File: src/sv/tlam_pkg.sv
package tlam_pkg;

    // Widths and sizes
    localparam int PHASE_BITS       = 24;
    localparam int SAMPLE_BITS      = 24;
    localparam int SINE_TABLE_DEPTH = 256;
    localparam int SINE_ADDR_BITS   = $clog2(SINE_TABLE_DEPTH);
    localparam int Q16_BITS         = 17;
    localparam int STEP_BITS        = 24;
    localparam int WAVE_BITS        = 3;
    localparam int PH_BITS          = 16;
    localparam int ACC_BITS         = SAMPLE_BITS + 1;
    localparam int MUL_STEPS        = Q16_BITS;
    localparam int CNT_BITS         = $clog2(MUL_STEPS);
    localparam int CFG_ADDR_BITS    = 4;
    localparam int CFG_DATA_BITS    = 32;

    // Sine index rounding: top address bits of the in-quadrant phase, rounded
    localparam int SINE_SHIFT = PHASE_BITS - 2 - SINE_ADDR_BITS;
    localparam logic [PHASE_BITS-2:0] SINE_HALF = (PHASE_BITS-1)'(1) << (SINE_SHIFT - 1);

    // Q16 constants
    localparam logic [Q16_BITS-1:0] Q16_ONE      = 17'd65536;
    localparam logic [Q16_BITS-1:0] Q16_HALF     = 17'd32768;
    localparam logic [17:0]         Q16_3HALF    = 18'd98304;
    localparam logic [PH_BITS-1:0]  PH_QUARTER   = 16'd16384;
    localparam logic [PH_BITS-1:0]  PH_HALF      = 16'd32768;
    localparam logic [PH_BITS-1:0]  PH_3QUARTER  = 16'd49152;
    localparam logic [PH_BITS-1:0]  PH_FALL      = 16'd31457;   // 0.48
    localparam logic [PH_BITS-1:0]  PH_RISE      = 16'd64225;   // 0.98
    localparam logic [17:0]         SLOPE_GAIN   = 18'd50;
    localparam logic [63:0]         HALF_PI_Q30  = 64'd1686629713;

    // Taylor divisors (2n)(2n+1) for n = 1..8
    localparam int unsigned TAYLOR_DIV [0:7] = '{6, 20, 42, 72, 110, 156, 210, 272};

    // Register indexes
    localparam logic [1:0] REG_DEPTH      = 2'd0;
    localparam logic [1:0] REG_PHASE_STEP = 2'd1;
    localparam logic [1:0] REG_WAVEFORM   = 2'd2;

    typedef enum logic [WAVE_BITS-1:0] {
        WAVE_SINE    = 3'd0,
        WAVE_TRI     = 3'd1,
        WAVE_SAW     = 3'd2,
        WAVE_INV_SAW = 3'd3,
        WAVE_SQUARE  = 3'd4,
        WAVE_SLOPED  = 3'd5
    } wave_t;

    typedef enum logic [2:0] {
        ST_IDLE,
        ST_TABLE,
        ST_SHAPE,
        ST_GAIN,
        ST_GSUM,
        ST_SCALE,
        ST_DONE
    } state_t;

    typedef struct packed {
        logic [STEP_BITS-1:0] phase_step;
        logic [WAVE_BITS-1:0] waveform;
    } lfo_cfg_t;

    typedef struct packed {
        logic clear;
        logic step;
        logic final_step;
    } mul_ctrl_t;

    typedef logic [SINE_TABLE_DEPTH-1:0][Q16_BITS-1:0] sine_rom_t;

    // One quarter-wave entry from a truncated Taylor series in Q30
    function automatic logic [Q16_BITS-1:0] sine_entry(input int unsigned k);
        logic [63:0] x;
        logic [63:0] x2;
        logic [63:0] term;
        longint      sum;
        logic [63:0] v;
        x    = (HALF_PI_Q30 * 64'(k)) / SINE_TABLE_DEPTH;
        x2   = (x * x) >> 30;
        term = x;
        sum  = longint'(x);
        for (int n = 0; n < 8; n++) begin
            term = (term * x2) >> 30;
            term = term / TAYLOR_DIV[n];
            if (n % 2 == 0)
                sum = sum - longint'(term);
            else
                sum = sum + longint'(term);
        end
        if (sum < 0)
            sum = 0;
        v = (64'(sum) + 64'd8192) >> 14;
        return (v > 64'(Q16_ONE)) ? Q16_ONE : v[Q16_BITS-1:0];
    endfunction

    function automatic sine_rom_t build_sine_rom();
        sine_rom_t rom;
        for (int k = 0; k < SINE_TABLE_DEPTH; k++)
            rom[k] = sine_entry(k);
        return rom;
    endfunction

    localparam sine_rom_t             SINE_ROM = build_sine_rom();
    localparam logic [Q16_BITS-1:0]   SINE_TOP = sine_entry(SINE_TABLE_DEPTH);

endpackage

File: src/sv/tlam_channels_if.sv
// Input frame channel
interface tlam_in_if;
    import tlam_pkg::*;

    logic                          valid;
    logic                          ready;
    logic signed [SAMPLE_BITS-1:0] left_sample;
    logic signed [SAMPLE_BITS-1:0] right_sample;

    modport source (output valid, output left_sample, output right_sample, input ready);
    modport sink   (input valid, input left_sample, input right_sample, output ready);
endinterface

// Result frame channel
interface tlam_out_if;
    import tlam_pkg::*;

    logic                          valid;
    logic                          ready;
    logic signed [SAMPLE_BITS-1:0] left_result;
    logic signed [SAMPLE_BITS-1:0] right_result;

    modport source (output valid, output left_result, output right_result, input ready);
    modport sink   (input valid, input left_result, input right_result, output ready);
endinterface

File: src/sv/tlam_lfo.sv
module tlam_lfo (
    input  logic                               clk,
    input  logic                               rst_n,
    input  tlam_pkg::lfo_cfg_t                 cfg,
    input  logic                               sample,
    output logic [tlam_pkg::Q16_BITS-1:0]      lfo
);
    import tlam_pkg::*;

    logic [PHASE_BITS-1:0]     phase_reg;
    logic [PHASE_BITS-1:0]     phase_next;
    logic [Q16_BITS-1:0]       tab_reg;
    logic                      lower_half_reg;
    logic [Q16_BITS-1:0]       wave_reg;
    logic [WAVE_BITS-1:0]      sel_reg;

    logic [PH_BITS-1:0]        ph;
    logic [1:0]                quad;
    logic [PHASE_BITS-2:0]     r_round;
    logic [SINE_ADDR_BITS:0]   idx;
    logic [SINE_ADDR_BITS:0]   idx_eff;
    logic [Q16_BITS-1:0]       tab_val;
    logic [17:0]               ph_wide;
    logic [17:0]               ph_dbl;
    logic [17:0]               wave_wide;
    logic [17:0]               sine_wide;

    // Advance the phase accumulator once per frame, wrapping at one
    assign phase_next = phase_reg + PHASE_BITS'(cfg.phase_step);

    always_ff @(posedge clk or negedge rst_n)
    begin
        if (!rst_n)
            phase_reg <= '0;
        else if (sample)
            phase_reg <= phase_next;
    end

    // Nearest quarter-wave entry, mirrored in odd quadrants
    assign ph      = phase_reg[PHASE_BITS-1 -: PH_BITS];
    assign quad    = phase_reg[PHASE_BITS-1 -: 2];
    assign r_round = {1'b0, phase_reg[PHASE_BITS-3:0]} + SINE_HALF;
    assign idx     = r_round[PHASE_BITS-2:SINE_SHIFT];
    assign idx_eff = quad[0] ? ((SINE_ADDR_BITS+1)'(SINE_TABLE_DEPTH) - idx) : idx;
    assign tab_val = (idx_eff == (SINE_ADDR_BITS+1)'(SINE_TABLE_DEPTH)) ?
                     SINE_TOP : SINE_ROM[idx_eff[SINE_ADDR_BITS-1:0]];

    // Shapes other than sine, straight from the truncated Q16 phase
    assign ph_wide = 18'(ph);
    assign ph_dbl  = {1'b0, ph, 1'b0};

    always_comb
    begin
        wave_wide = '0;
        case (wave_t'(cfg.waveform))
            WAVE_TRI:
            begin
                if (ph < PH_QUARTER)
                    wave_wide = 18'(Q16_HALF) + ph_dbl;
                else if (ph < PH_3QUARTER)
                    wave_wide = Q16_3HALF - ph_dbl;
                else
                    wave_wide = ph_dbl - Q16_3HALF;
            end
            WAVE_SAW:
                wave_wide = (ph < PH_HALF) ? 18'(Q16_HALF) + ph_wide
                                           : ph_wide - 18'(Q16_HALF);
            WAVE_INV_SAW:
                wave_wide = (ph < PH_HALF) ? 18'(Q16_HALF) - ph_wide
                                           : Q16_3HALF - ph_wide;
            WAVE_SQUARE:
                wave_wide = (ph < PH_HALF) ? '0 : 18'(Q16_ONE);
            WAVE_SLOPED:
            begin
                if (ph < PH_FALL)
                    wave_wide = 18'(Q16_ONE);
                else if (ph < PH_HALF)
                    wave_wide = 18'(Q16_ONE) - 18'(ph - PH_FALL) * SLOPE_GAIN;
                else if (ph < PH_RISE)
                    wave_wide = '0;
                else
                    wave_wide = 18'(ph - PH_RISE) * SLOPE_GAIN;
            end
            default:
                wave_wide = '0;
        endcase
    end

    // Hold the looked-up values for the shaping cycle
    always_ff @(posedge clk)
    begin
        if (sample)
        begin
            tab_reg        <= tab_val;
            lower_half_reg <= quad[1];
            wave_reg       <= wave_wide[Q16_BITS-1:0];
            sel_reg        <= cfg.waveform;
        end
    end

    // Map the sine entry to 0..1 and pick the shape
    assign sine_wide = lower_half_reg ? (18'(Q16_ONE) - 18'(tab_reg))
                                      : (18'(Q16_ONE) + 18'(tab_reg));
    assign lfo = (wave_t'(sel_reg) == WAVE_SINE) ? sine_wide[Q16_BITS:1] : wave_reg;

endmodule

File: src/sv/tlam_serial_mul.sv
module tlam_serial_mul (
    input  logic                                   clk,
    input  tlam_pkg::mul_ctrl_t                    ctrl,
    input  logic signed [tlam_pkg::ACC_BITS-1:0]   multiplicand,
    input  logic                                   mult_bit,
    output logic signed [tlam_pkg::ACC_BITS-1:0]   product
);
    import tlam_pkg::*;

    logic signed [ACC_BITS-1:0] acc_reg;
    logic signed [ACC_BITS-1:0] acc_next;
    logic signed [ACC_BITS-1:0] addend;
    logic signed [ACC_BITS:0]   sum_wide;

    // Add one partial product per cycle, LSB of the multiplier first;
    // drop one fraction bit on every step but the last
    assign addend   = mult_bit ? multiplicand : '0;
    assign sum_wide = {acc_reg[ACC_BITS-1], acc_reg} + {addend[ACC_BITS-1], addend};

    always_comb
    begin
        if (ctrl.clear)
            acc_next = '0;
        else if (ctrl.step)
            acc_next = ctrl.final_step ? sum_wide[ACC_BITS-1:0] : sum_wide[ACC_BITS:1];
        else
            acc_next = acc_reg;
    end

    always_ff @(posedge clk)
    begin
        acc_reg <= acc_next;
    end

    assign product = acc_reg;

endmodule

File: src/sv/tremolo_lfo_amplitude_modulator_unit.sv
// Stereo tremolo: both samples of a frame are scaled by 1 - depth + depth * lfo.
//
// in_frame carries one stereo frame per transfer (valid/ready); out_frame carries
// the scaled, saturated pair. The APB port sets depth (0x0), phase_step (0x4) and
// waveform_select (0x8); write it only while no frame is in flight.
//
// A frame passes through the table lookup, the shaping step, a bit-serial
// shift-add pass for depth * lfo, the gain sum, a second pass that scales both
// samples by the gain together and the load of the output register; both passes
// take one multiplier bit per cycle. A new frame is taken only once the last one
// has been loaded into the output register.
//
// The output register lets a new frame be taken while the last result waits. If
// the receiver stalls, the finished frame waits in its final cycle until the
// output register frees, and input ready stays low meanwhile.
//
// Reset puts the registers at depth one half, the default phase step and sine,
// zeroes the LFO phase and empties the output register. No clearing pass needed.
module tremolo_lfo_amplitude_modulator_unit (
    input  logic                                     clk,
    input  logic                                     rst_n,
    tlam_in_if.sink                                  in_frame,
    tlam_out_if.source                               out_frame,
    input  logic                                     psel,
    input  logic                                     penable,
    input  logic                                     pwrite,
    input  logic [tlam_pkg::CFG_ADDR_BITS-1:0]       paddr,
    input  logic [tlam_pkg::CFG_DATA_BITS-1:0]       pwdata,
    output logic [tlam_pkg::CFG_DATA_BITS-1:0]       prdata,
    output logic                                     pready
);
    import tlam_pkg::*;

    state_t                        state_reg;
    state_t                        state_next;
    logic [CNT_BITS-1:0]           cnt_reg;
    logic [CNT_BITS-1:0]           cnt_next;
    logic [Q16_BITS-1:0]           bits_reg;
    logic [Q16_BITS-1:0]           bits_next;

    logic [Q16_BITS-1:0]           depth_reg;
    logic [STEP_BITS-1:0]          phase_step_reg;
    logic [WAVE_BITS-1:0]          waveform_reg;

    logic signed [SAMPLE_BITS-1:0] left_reg;
    logic signed [SAMPLE_BITS-1:0] right_reg;
    logic signed [SAMPLE_BITS-1:0] left_out_reg;
    logic signed [SAMPLE_BITS-1:0] right_out_reg;
    logic                          out_valid_reg;
    logic                          out_valid_next;

    logic                          cfg_write;
    logic [1:0]                    cfg_index;
    logic [Q16_BITS-1:0]           depth_wr;
    logic                          in_xfer;
    logic                          out_load;
    logic                          lfo_sample;
    logic [Q16_BITS-1:0]           lfo_val;
    lfo_cfg_t                      lfo_cfg;
    mul_ctrl_t                     gain_ctrl;
    mul_ctrl_t                     scale_ctrl;
    logic                          last_step;
    logic signed [ACC_BITS-1:0]    gain_mcand;
    logic signed [ACC_BITS-1:0]    gain_prod;
    logic signed [ACC_BITS-1:0]    left_prod;
    logic signed [ACC_BITS-1:0]    right_prod;
    logic [17:0]                   gain_sum;

    // Clamp a product back to the sample range
    function automatic logic signed [SAMPLE_BITS-1:0] saturate(
        input logic signed [ACC_BITS-1:0] v);
        logic signed [SAMPLE_BITS-1:0] res;
        if (v[ACC_BITS-1] != v[ACC_BITS-2])
            res = v[ACC_BITS-1] ? {1'b1, {(SAMPLE_BITS-1){1'b0}}}
                                : {1'b0, {(SAMPLE_BITS-1){1'b1}}};
        else
            res = v[SAMPLE_BITS-1:0];
        return res;
    endfunction

    // Configuration port
    assign pready    = 1'b1;
    assign cfg_write = psel && penable && pwrite && pready;
    assign cfg_index = paddr[3:2];
    assign depth_wr  = (pwdata[Q16_BITS-1:0] > Q16_ONE) ? Q16_ONE : pwdata[Q16_BITS-1:0];

    always_ff @(posedge clk or negedge rst_n)
    begin
        if (!rst_n)
        begin
            depth_reg      <= 17'd32768;
            phase_step_reg <= 24'd2796;
            waveform_reg   <= WAVE_SINE;
        end
        else if (cfg_write)
        begin
            unique case (cfg_index)
                REG_DEPTH:      depth_reg      <= depth_wr;
                REG_PHASE_STEP: phase_step_reg <= pwdata[STEP_BITS-1:0];
                REG_WAVEFORM:   waveform_reg   <= pwdata[WAVE_BITS-1:0];
                default:        ;
            endcase
        end
    end

    always_comb
    begin
        unique case (cfg_index)
            REG_DEPTH:      prdata = CFG_DATA_BITS'(depth_reg);
            REG_PHASE_STEP: prdata = CFG_DATA_BITS'(phase_step_reg);
            REG_WAVEFORM:   prdata = CFG_DATA_BITS'(waveform_reg);
            default:        prdata = '0;
        endcase
    end

    // Oscillator
    assign lfo_cfg.phase_step = phase_step_reg;
    assign lfo_cfg.waveform   = waveform_reg;

    tlam_lfo u_lfo (
        .clk    (clk),
        .rst_n  (rst_n),
        .cfg    (lfo_cfg),
        .sample (lfo_sample),
        .lfo    (lfo_val)
    );

    // Serial multipliers: one for depth * lfo, two for the samples
    assign gain_mcand = signed'(ACC_BITS'(depth_reg));

    tlam_serial_mul u_gain_mul (
        .clk          (clk),
        .ctrl         (gain_ctrl),
        .multiplicand (gain_mcand),
        .mult_bit     (bits_reg[0]),
        .product      (gain_prod)
    );

    tlam_serial_mul u_left_mul (
        .clk          (clk),
        .ctrl         (scale_ctrl),
        .multiplicand (ACC_BITS'(left_reg)),
        .mult_bit     (bits_reg[0]),
        .product      (left_prod)
    );

    tlam_serial_mul u_right_mul (
        .clk          (clk),
        .ctrl         (scale_ctrl),
        .multiplicand (ACC_BITS'(right_reg)),
        .mult_bit     (bits_reg[0]),
        .product      (right_prod)
    );

    assign gain_sum  = 18'(Q16_ONE) - 18'(depth_reg) + 18'(gain_prod[Q16_BITS-1:0]);
    assign last_step = (cnt_reg == CNT_BITS'(MUL_STEPS - 1));

    // Sequencer
    assign in_frame.ready = (state_reg == ST_IDLE);
    assign in_xfer        = in_frame.valid && in_frame.ready;

    always_comb
    begin
        state_next = state_reg;
        cnt_next   = cnt_reg;
        bits_next  = bits_reg;
        lfo_sample = 1'b0;
        out_load   = 1'b0;
        gain_ctrl  = '0;
        scale_ctrl = '0;
        unique case (state_reg)
            ST_IDLE:
            begin
                if (in_xfer)
                    state_next = ST_TABLE;
            end
            ST_TABLE:
            begin
                lfo_sample = 1'b1;
                state_next = ST_SHAPE;
            end
            ST_SHAPE:
            begin
                bits_next       = lfo_val;
                cnt_next        = '0;
                gain_ctrl.clear = 1'b1;
                state_next      = ST_GAIN;
            end
            ST_GAIN:
            begin
                gain_ctrl.step       = 1'b1;
                gain_ctrl.final_step = last_step;
                bits_next            = bits_reg >> 1;
                cnt_next             = cnt_reg + 1'b1;
                if (last_step)
                    state_next = ST_GSUM;
            end
            ST_GSUM:
            begin
                bits_next        = gain_sum[Q16_BITS-1:0];
                cnt_next         = '0;
                scale_ctrl.clear = 1'b1;
                state_next       = ST_SCALE;
            end
            ST_SCALE:
            begin
                scale_ctrl.step       = 1'b1;
                scale_ctrl.final_step = last_step;
                bits_next             = bits_reg >> 1;
                cnt_next              = cnt_reg + 1'b1;
                if (last_step)
                    state_next = ST_DONE;
            end
            ST_DONE:
            begin
                if (!out_valid_reg || out_frame.ready)
                begin
                    out_load   = 1'b1;
                    state_next = ST_IDLE;
                end
            end
            default:
                state_next = ST_IDLE;
        endcase
    end

    always_ff @(posedge clk or negedge rst_n)
    begin
        if (!rst_n)
        begin
            state_reg <= ST_IDLE;
            cnt_reg   <= '0;
        end
        else
        begin
            state_reg <= state_next;
            cnt_reg   <= cnt_next;
        end
    end

    always_ff @(posedge clk)
    begin
        bits_reg <= bits_next;
    end

    // Capture the frame on transfer
    always_ff @(posedge clk)
    begin
        if (in_xfer)
        begin
            left_reg  <= in_frame.left_sample;
            right_reg <= in_frame.right_sample;
        end
    end

    // Output register
    always_comb
    begin
        if (out_load)
            out_valid_next = 1'b1;
        else if (out_frame.ready)
            out_valid_next = 1'b0;
        else
            out_valid_next = out_valid_reg;
    end

    always_ff @(posedge clk or negedge rst_n)
    begin
        if (!rst_n)
            out_valid_reg <= 1'b0;
        else
            out_valid_reg <= out_valid_next;
    end

    always_ff @(posedge clk)
    begin
        if (out_load)
        begin
            left_out_reg  <= saturate(left_prod);
            right_out_reg <= saturate(right_prod);
        end
    end

    assign out_frame.valid        = out_valid_reg;
    assign out_frame.left_result  = left_out_reg;
    assign out_frame.right_result = right_out_reg;

    // Checks
    a_result_from_done: assert property (@(posedge clk) disable iff (!rst_n)
        $rose(out_valid_reg) |-> $past(state_reg == ST_DONE))
        else $error("result appeared without a finished frame");

    a_gain_in_range: assert property (@(posedge clk) disable iff (!rst_n)
        (state_reg == ST_SCALE && cnt_reg == '0) |-> (bits_reg <= Q16_ONE))
        else $error("gain above one");

    a_scale_after_gsum: assert property (@(posedge clk) disable iff (!rst_n)
        (state_reg == ST_SCALE && cnt_reg == '0) |-> $past(state_reg == ST_GSUM))
        else $error("sample pass started without a gain sum");

    a_no_load_over_full: assert property (@(posedge clk) disable iff (!rst_n)
        out_load |-> (!out_valid_reg || out_frame.ready))
        else $error("output register overwritten while held");

endmodule

File: src/flat_wrapper.sv
// flat-port wrapper written by rule: the top's interface ports become plain ports
module tremolo_lfo_amplitude_modulator_unit_flat import tlam_pkg::*;
  (clk, rst_n, psel, penable, pwrite, paddr, pwdata, prdata, pready, in_frame_valid, in_frame_left_sample, in_frame_right_sample, in_frame_ready, out_frame_valid, out_frame_left_result, out_frame_right_result, out_frame_ready);
  tlam_in_if in_frame_i ();
  tlam_out_if out_frame_i ();
  input  logic clk;
  input  logic rst_n;
  input  logic psel;
  input  logic penable;
  input  logic pwrite;
  input  logic [tlam_pkg::CFG_ADDR_BITS-1:0] paddr;
  input  logic [tlam_pkg::CFG_DATA_BITS-1:0] pwdata;
  output logic [tlam_pkg::CFG_DATA_BITS-1:0] prdata;
  output logic pready;
  input wire logic [$bits(in_frame_i.valid)-1:0] in_frame_valid;
  input wire logic [$bits(in_frame_i.left_sample)-1:0] in_frame_left_sample;
  input wire logic [$bits(in_frame_i.right_sample)-1:0] in_frame_right_sample;
  output wire logic [$bits(in_frame_i.ready)-1:0] in_frame_ready;
  output wire logic [$bits(out_frame_i.valid)-1:0] out_frame_valid;
  output wire logic [$bits(out_frame_i.left_result)-1:0] out_frame_left_result;
  output wire logic [$bits(out_frame_i.right_result)-1:0] out_frame_right_result;
  input wire logic [$bits(out_frame_i.ready)-1:0] out_frame_ready;
  assign in_frame_i.valid = in_frame_valid;
  assign in_frame_i.left_sample = in_frame_left_sample;
  assign in_frame_i.right_sample = in_frame_right_sample;
  assign in_frame_ready = in_frame_i.ready;
  assign out_frame_valid = out_frame_i.valid;
  assign out_frame_left_result = out_frame_i.left_result;
  assign out_frame_right_result = out_frame_i.right_result;
  assign out_frame_i.ready = out_frame_ready;
  tremolo_lfo_amplitude_modulator_unit u_core (.clk(clk), .rst_n(rst_n), .in_frame(in_frame_i), .out_frame(out_frame_i), .psel(psel), .penable(penable), .pwrite(pwrite), .paddr(paddr), .pwdata(pwdata), .prdata(prdata), .pready(pready));
endmodule
File: config.mk
export PLATFORM = sky130hd
export DESIGN_NAME = tremolo_lfo_amplitude_modulator_unit_flat
export DESIGN_NICKNAME = d
export VERILOG_FILES = /design/src/sv/tlam_pkg.sv /design/src/sv/tlam_channels_if.sv /design/src/sv/tlam_lfo.sv /design/src/sv/tlam_serial_mul.sv /design/src/sv/tremolo_lfo_amplitude_modulator_unit.sv /design/src/flat_wrapper.sv
export SDC_FILE = /design/constraint.sdc
export NUM_CORES = 1
export LEC_CHECK = 0
export ABC_AREA = 1
export BUFFER_PORTS_ARGS = -buffer_cell sky130_fd_sc_hd__buf_2
export CORE_MARGIN = 10
export CORE_UTILIZATION = 25
export CTS_CLUSTER_SIZE = 24
export DETAILED_ROUTE_END_ITERATION = 7
export GPL_TIMING_DRIVEN = 1
export PLACE_DENSITY_LB_ADDON = 0.15
export RECOVER_POWER = 25
export SLEW_MARGIN = 20
export SYNTH_ARGS = -nofsm -noshare
export SYNTH_HDL_FRONTEND = slang
export SYNTH_HIERARCHICAL = 1
export SYNTH_SLANG_ARGS = --single-unit
File: constraint.sdc
create_clock -name clk -period 13.6 [get_ports clk]
set_clock_uncertainty 0.05 [all_clocks]
set_input_delay 0 -clock clk [delete_from_list [all_inputs] [get_ports clk]]
set_output_delay 0 -clock clk [all_outputs]
set_load 0.03 [all_outputs]
==> summary.txt, run 1 <==
================================================================================
CTS Root Cell                                                          clkbuf_16
Critical path's most frequent cell                                       nand2_1
Number of vias in the routed layout                                        29000
Number of standard cells in the layout, taps in and fillers out             6218
Buffers inserted by post-CTS timing repair                                     0
Fin. max-slew vios                                                            59
CP max FO                                                                     34
Final net count                                                             4974
Relative slew margins                                                      -121%
Commonest non-fill, non-tap cell in the layout                           nand2_1
Remaining antenna violation count                                              0
Count of cell types in the netlist                                            59
Worst-path clk slew                                                      0.06 ns
Most frequently used flop master after synthesis                        edfxtp_1
Post-Syn Area                                                        28700 sq um
Fraction of final layout cells with drive strength greater than 1          7.27%
Antenna diode instance count                                                   0
RSZ-0062 raised after global routing                                       false
Slowest stage cell on the critical path                                     ha_1
Endpoint arrival time on the critical path                               6.51 ns
Max Buffers Root-to-Sink                                                       3
Effective utilization at floorplan                                         25.2%
Sum of overflow across all layers after global routing                         0
Critical Path, Cell by Cell                                         inv_2 -> ha_1 -> clkinv_1 -> ha_1 -> nor2_1 -> nand3_2 -> nand2_2 -> buf_4 -> inv_2 -> nor2_1 -> nand2_1 -> nand2_1 -> nand2_1 -> nand2_1 -> nand2_1 -> nand3_1 -> nand3_1 -> a21oi_1
Post-route fraction of the period consumed by the critical path            45.2%
TritonCTS Sinks                                                              303
Top-Level Pins                                                               174
Antenna violations before repair                                               0
Type of element launching the critical path                             register
DIE AREA                                                            129000 sq um
Placer Congestion                                                          0.958
Gr usage total                                                             16.1%
Violated checks                                                     capacitance limit, slew limit
Detailed placer's ending HPWL                                           81600 um
Data required time at the worst endpoint                                13.97 ns
Initial drt markers                                                         2002
Fin. Hold Viols                                                                0
Floorplan die width                                                       359 um
Largest stage delay on the critical path                                 0.68 ns
Pin count of the biggest net entering global routing                          76
Worst setup EP type                                                     register
CTS tree                                                                   built
Number of enable flip-flop cells after synthesis                             150
Post-synthesis to final-layout area growth                                 14.7%
Crit Path Class                                                          reg2reg
Detailed-router iteration count before antenna repair                          5
Warning count from the yosys run                                               6
Most frequent cells in the layout                                   nand2_1 (1581), inv_1 (640), nand3_1 (491), nor2_1 (254), ha_1 (197)
Htree depth                                                                    2
Total wirelength of the detailed-routed design                         108000 um
Die height                                                                359 um
Vias in the first global route                                             28400
Share of async-settable or async-resettable flops after synthesis          25.4%
Clock period minus final worst setup slack                               6.14 ns
Highest achievable clock rate                                            163 MHz
Register area share after synthesis                                        27.7%
Core Box Area                                                       114000 sq um
Core Rows                                                                    124
Cell count after synthesis                                                  4498
IO buf count                                                                 154
Total placed cells including tap cells                                      6049
Total negative slack                                                        0 ns
Flops & latches, synth                                                       303
Detail-routed net length per standard cell                               17.4 um
Worst Max-Slew Pin Slew                                                  3.31 ns
Worst hold path type                                                      in2reg
Vias per cell                                                               4.67
Synthesized area per cell                                             6.39 sq um
Setup violations, final                                                        0
Clock latency on the worst-skew pair                                     0.60 ns
Total CTS buffers                                                             43
Wire length of the first global-routing pass                           168000 um
Max-capacitance violation count                                                1
Run status                                                          complete, but fails checks
Number of remaining DRC errors                                                 0
================================================================================
-- per-layer routing --
layer / wire, um / up-vias / GRT usage (%)
met3: 5070 / 131 / 2.16
met2: 48500 / 660 / 26.2
met1: 51800 / 13400 / 22.2
met4: 2720 / 0 / 4.32
met5: 0 / - / 0
li1: - / 14800 / -
-- critical path, delay by kind of cell, from the launching register on --
family	cells	cell delay [ns]
buffers and inverters	4	1.68
adder cells (fa/ha/maj)	2	1.13
AO/OA/AOI/OAI	1	0.28
flip-flops	1	0.63
AND/OR/NAND/NOR	11	2.09
-- through the flow --
step / setup WS, ns / area [sq um] / hold slack, ns / utilization [%]
after floorplan: 7.84 / 28800 / -0.346 / -
after global placement: 7.61 / 30700 / -0.107 / 26.9
after detailed placement: 7.64 / 30700 / -0.0989 / 26.9
after CTS: 7.60 / 33100 / 0.00205 / 29.0
after global routing: 7.18 / 32900 / 0.0334 / 28.8
final: 7.46 / 32900 / 0.0549 / 28.8
-- cell type report --
cell class | count | area (sq um)
well taps | 1512 | 1890
clock buffers | 56 | 1200
flip-flops and latches | 303 | 7960
fillers | 13100 | 81200
inverters | 669 | 2520
repair buffers | 268 | 1740
clock inverters | 24 | 245
multi-input cells | 3386 | 17400
-- timing repair --
item	4_1_cts	5_1_grt
gates resized for setup	0	0
endpoints found under the hold margin	172	0
hold buffers	89	0
-- worst paths after layout --
| kind | startpoint | to | slack (ns) | cells after the start |
|---|---|---|---|---|
| max | u_core/u_lfo/phase_reg[13] | u_core/u_lfo/tab_reg[1] | 7.46 | 18 |
| min | in_frame_left_sample[16] | u_core/left_reg[16] | 0.05 | 2 |
| max reg2reg | u_core/u_lfo/phase_reg[13] | u_core/u_lfo/tab_reg[1] | 7.46 | 18 |
| min reg2reg | u_core/u_gain_mul/product[18] | u_core/u_gain_mul/product[18] | 0.42 | 2 |
| max in group asynchronous | rst_n | u_core/phase_step_reg[18] | 9.75 | 4 |
| min in group asynchronous | rst_n | u_core/depth_reg[15] | 0.55 | 3 |
-- synthesized netlist by cell type (21+ instances only) --
master / n / area share, %
o211ai_1: 37 / 0.97
nand3_1: 491 / 8.6
nor3_1: 28 / 0.49
buf_2: 49 / 0.85
nand2_1: 1581 / 21
xor2_1: 40 / 1.2
o21ai_1: 24 / 0.42
nor2_1: 258 / 3.4
buf_4: 26 / 0.68
inv_2: 21 / 0.27
ha_1: 197 / 8.6
nand4_1: 55 / 1.2
nand2_2: 54 / 1.2
inv_1: 640 / 8.4
nor2_2: 26 / 0.57
buf_6: 21 / 0.82
a21oi_1: 193 / 3.4
dfrtp_1: 69 / 6.0
clkbuf_1: 51 / 0.67
o21ai_0: 175 / 3.0
xnor2_1: 35 / 1.1
dfxtp_1: 76 / 5.3
edfxtp_1: 150 / 16
-- cell families after synthesis --
family,after synthesis,synth area share [%]
DFF,303,27.7
buffers and inverters,824,12.0
AOI/OAI and AO/OA,513,9.99
xor gates and xnor gates,75,2.29
other,2,0.0261
adders and majority gates,212,9.63
and+or+nand+nor,2569,38.3
Power of run 1 is not shown: default switching activity piles up to over one toggle a cycle in this logic, so the estimate is an artifact.
==> run 2, diff against run 1 <==
==> constraint.sdc (replaced) <==
create_clock -name clk -period 6.1 [get_ports clk]
set_clock_uncertainty 0.05 [all_clocks]
set_input_delay 0 -clock clk [delete_from_list [all_inputs] [get_ports clk]]
set_output_delay 0 -clock clk [all_outputs]
set_load 0.03 [all_outputs]
==> summary.txt, run 2 (synthesis gave the netlist of run 1 again) <==
================================================================================
Critical path buffer and inverter count                                        5   was 4
Die height                                                                359 um   unchanged
Most frequent cells in the layout                                   nand2_1 (1581), inv_1 (641), nand3_1 (491), nor2_1 (255), ha_1 (197)   was nand2_1 (1581), inv_1 (640), nand3_1 (491), nor2_1 (254), ha_1 (197)
CTS tree                                                                   built   unchanged
Commonest non-fill, non-tap cell in the layout                           nand2_1   unchanged
Critical Path, Cell by Cell                                         inv_1 -> ha_1 -> inv_1 -> nor2_1 -> nand2_1 -> nand2_1 -> xor2_1 -> ha_1 -> ha_1 -> inv_1 -> fa_1 -> inv_1 -> ha_1 -> a21oi_1 -> nor2_1 -> nor2_1 -> nand2_1 -> xor2_1 -> inv_1 -> nand2_1 -> nand2_1 -> or2_2 -> nand3_1 -> o221ai_1   was inv_2 -> ha_1 -> clkinv_1 -> ha_1 -> nor2_1 -> nand3_2 -> nand2_2 -> buf_4 -> inv_2 -> nor2_1 -> nand2_1 -> nand2_1 -> nand2_1 -> nand2_1 -> nand2_1 -> nand3_1 -> nand3_1 -> a21oi_1
Worst hold path type                                                      in2reg   unchanged
Placer Congestion                                                          0.971   was 0.958
Max Buffers Root-to-Sink                                                       3   unchanged
Largest stage delay on the critical path                                 0.51 ns   was 0.68 ns
Clock period minus final worst setup slack                               5.28 ns   was 6.14 ns
Number of remaining DRC errors                                                 0   unchanged
Remaining antenna violation count                                              0   unchanged
Fin. Hold Viols                                                                0   unchanged
Clock latency on the worst-skew pair                                     0.59 ns   was 0.60 ns
Data required time at the worst endpoint                                 6.36 ns   was 13.97 ns
Worst Max-Slew Pin Slew                                                  3.56 ns   was 3.31 ns
Total CTS buffers                                                             43   unchanged
Gr usage total                                                             16.5%   was 16.1%
Endpoint arrival time on the critical path                               5.54 ns   was 6.51 ns
Run status                                                          complete, but fails checks   unchanged
Antenna violations before repair                                               0   unchanged
Fin. max-slew vios                                                            62   was 59
Top Family by Delay on Critical Path                                 adder cells   was simple AND/OR/NAND/NOR gates
Layout fillers                                                             13000   was 13100
Highest achievable clock rate                                            189 MHz   was 163 MHz
Effective utilization at floorplan                                         25.2%   unchanged
Vias per cell                                                               4.67   about the same
Total wirelength of the detailed-routed design                         111000 um   was 108000 um
Core Rows                                                                    124   unchanged
Type of element launching the critical path                             register   unchanged
Crit Path Class                                                          reg2reg   unchanged
Worst-path clk slew                                                      0.06 ns   about the same
Detailed placer's ending HPWL                                           84700 um   was 81600 um
Pin count of the biggest net entering global routing                          62   was 76
Setup violations, final                                                        0   unchanged
RSZ-0062 raised after global routing                                       false   unchanged
TritonCTS Sinks                                                              303   unchanged
Vias in the first global route                                             28700   was 28400
IO buf count                                                                 154   unchanged
Post-synthesis to final-layout area growth                                 15.5%   was 14.7%
CP max FO                                                                      7   was 34
Fraction of final layout cells with drive strength greater than 1          7.90%   was 7.27%
Floorplan die width                                                       359 um   unchanged
Post-route fraction of the period consumed by the critical path            86.6%   was 45.2%
Number of vias in the routed layout                                        29200   was 29000
Final net count                                                             5001   was 4974
Initial drt markers                                                         2093   was 2002
Htree depth                                                                    2   unchanged
Relative slew margins                                                      -137%   was -121%
Core Box Area                                                       114000 sq um   unchanged
Sum of overflow across all layers after global routing                         0   unchanged
Max-capacitance violation count                                                1   unchanged
Detailed-router iteration count before antenna repair                          5   unchanged
Detail-routed net length per standard cell                               17.7 um   was 17.4 um
Total negative slack                                                        0 ns   unchanged
R2r setup slk                                                            0.82 ns   was 7.46 ns
Wire length of the first global-routing pass                           172000 um   was 168000 um
CTS Root Cell                                                          clkbuf_16   unchanged
Top-Level Pins                                                               174   unchanged
DIE AREA                                                            129000 sq um   unchanged
Violated checks                                                     capacitance limit, slew limit   unchanged
Worst setup EP type                                                     register   unchanged
Slowest stage cell on the critical path                                  dfrtp_1   was ha_1
================================================================================
run 2: cell types whose count changed in the layout (fill, tap and decap cells not counted), sizes merged, moves of 2 or more:
cell / delta
clkbuf: -7
inv: +2
dlygate4sd3: -2
buf: +35
run 2: final timing paths:
path	from	end	cells after the start
max	u_core/u_lfo/phase_reg[8]	u_core/u_lfo/wave_reg[14]	24
min	in_frame_right_sample[18]	u_core/right_reg[18]	2
max reg2reg	u_core/u_lfo/phase_reg[8]	u_core/u_lfo/wave_reg[14]	24
min reg2reg	u_core/u_gain_mul/product[19]	u_core/u_gain_mul/product[19]	2
max in group asynchronous	rst_n	u_core/u_lfo/phase_reg[5]	4
min in group asynchronous	rst_n	u_core/depth_reg[15]	3
run 2: area by class of cell:
cell class              count  area [sq um]  share of cell area [%]
multi-input cells        3386         17400                    52.4
flip-flops and latches    303          7960                    24.0
inverters                 669          2520                    7.59
repair buffers            295          1980                    5.97
well taps                1512          1890                    5.70
clock buffers              55          1190                    3.60
clock inverters            25           238                   0.717
diodes                      1          2.50                 0.00755
run 2: repair_timing:
item / 4_1_cts / 5_1_grt
endpoints found under the hold margin: 166 / 0
buffers inserted: 0 / 0
hold buffers: 86 / 0
resized for setup: 0 / 0
run 2: metrics by stage:
stage | utilization, % | cells | worst slack (ns) | hold slack (ns) | cell area, sq um
CTS | 29.1 | 6245 | 0.763 | 0.0155 | 33300
global placement | 27.1 | 6079 | 0.819 | -0.145 | 31000
finish | 29.0 | 6246 | 0.817 | 0.0715 | 33200
global route | 29.0 | 6245 | 0.313 | 0.0391 | 33200
detailed placement | 27.1 | 6079 | 0.832 | -0.146 | 31000
floorplan | - | 4513 | 0.342 | -0.346 | 28800
run 2: layer usage:
layer	global-route usage (%)	share of wire (%)	vias up
met3	2.16	5.0	151
li1	-	-	14800
met1	22.2	46	13400
met4	4.70	2.7	0
met5	0	0	-
met2	27.4	46	780
Power of run 2 is left out for the same reason.
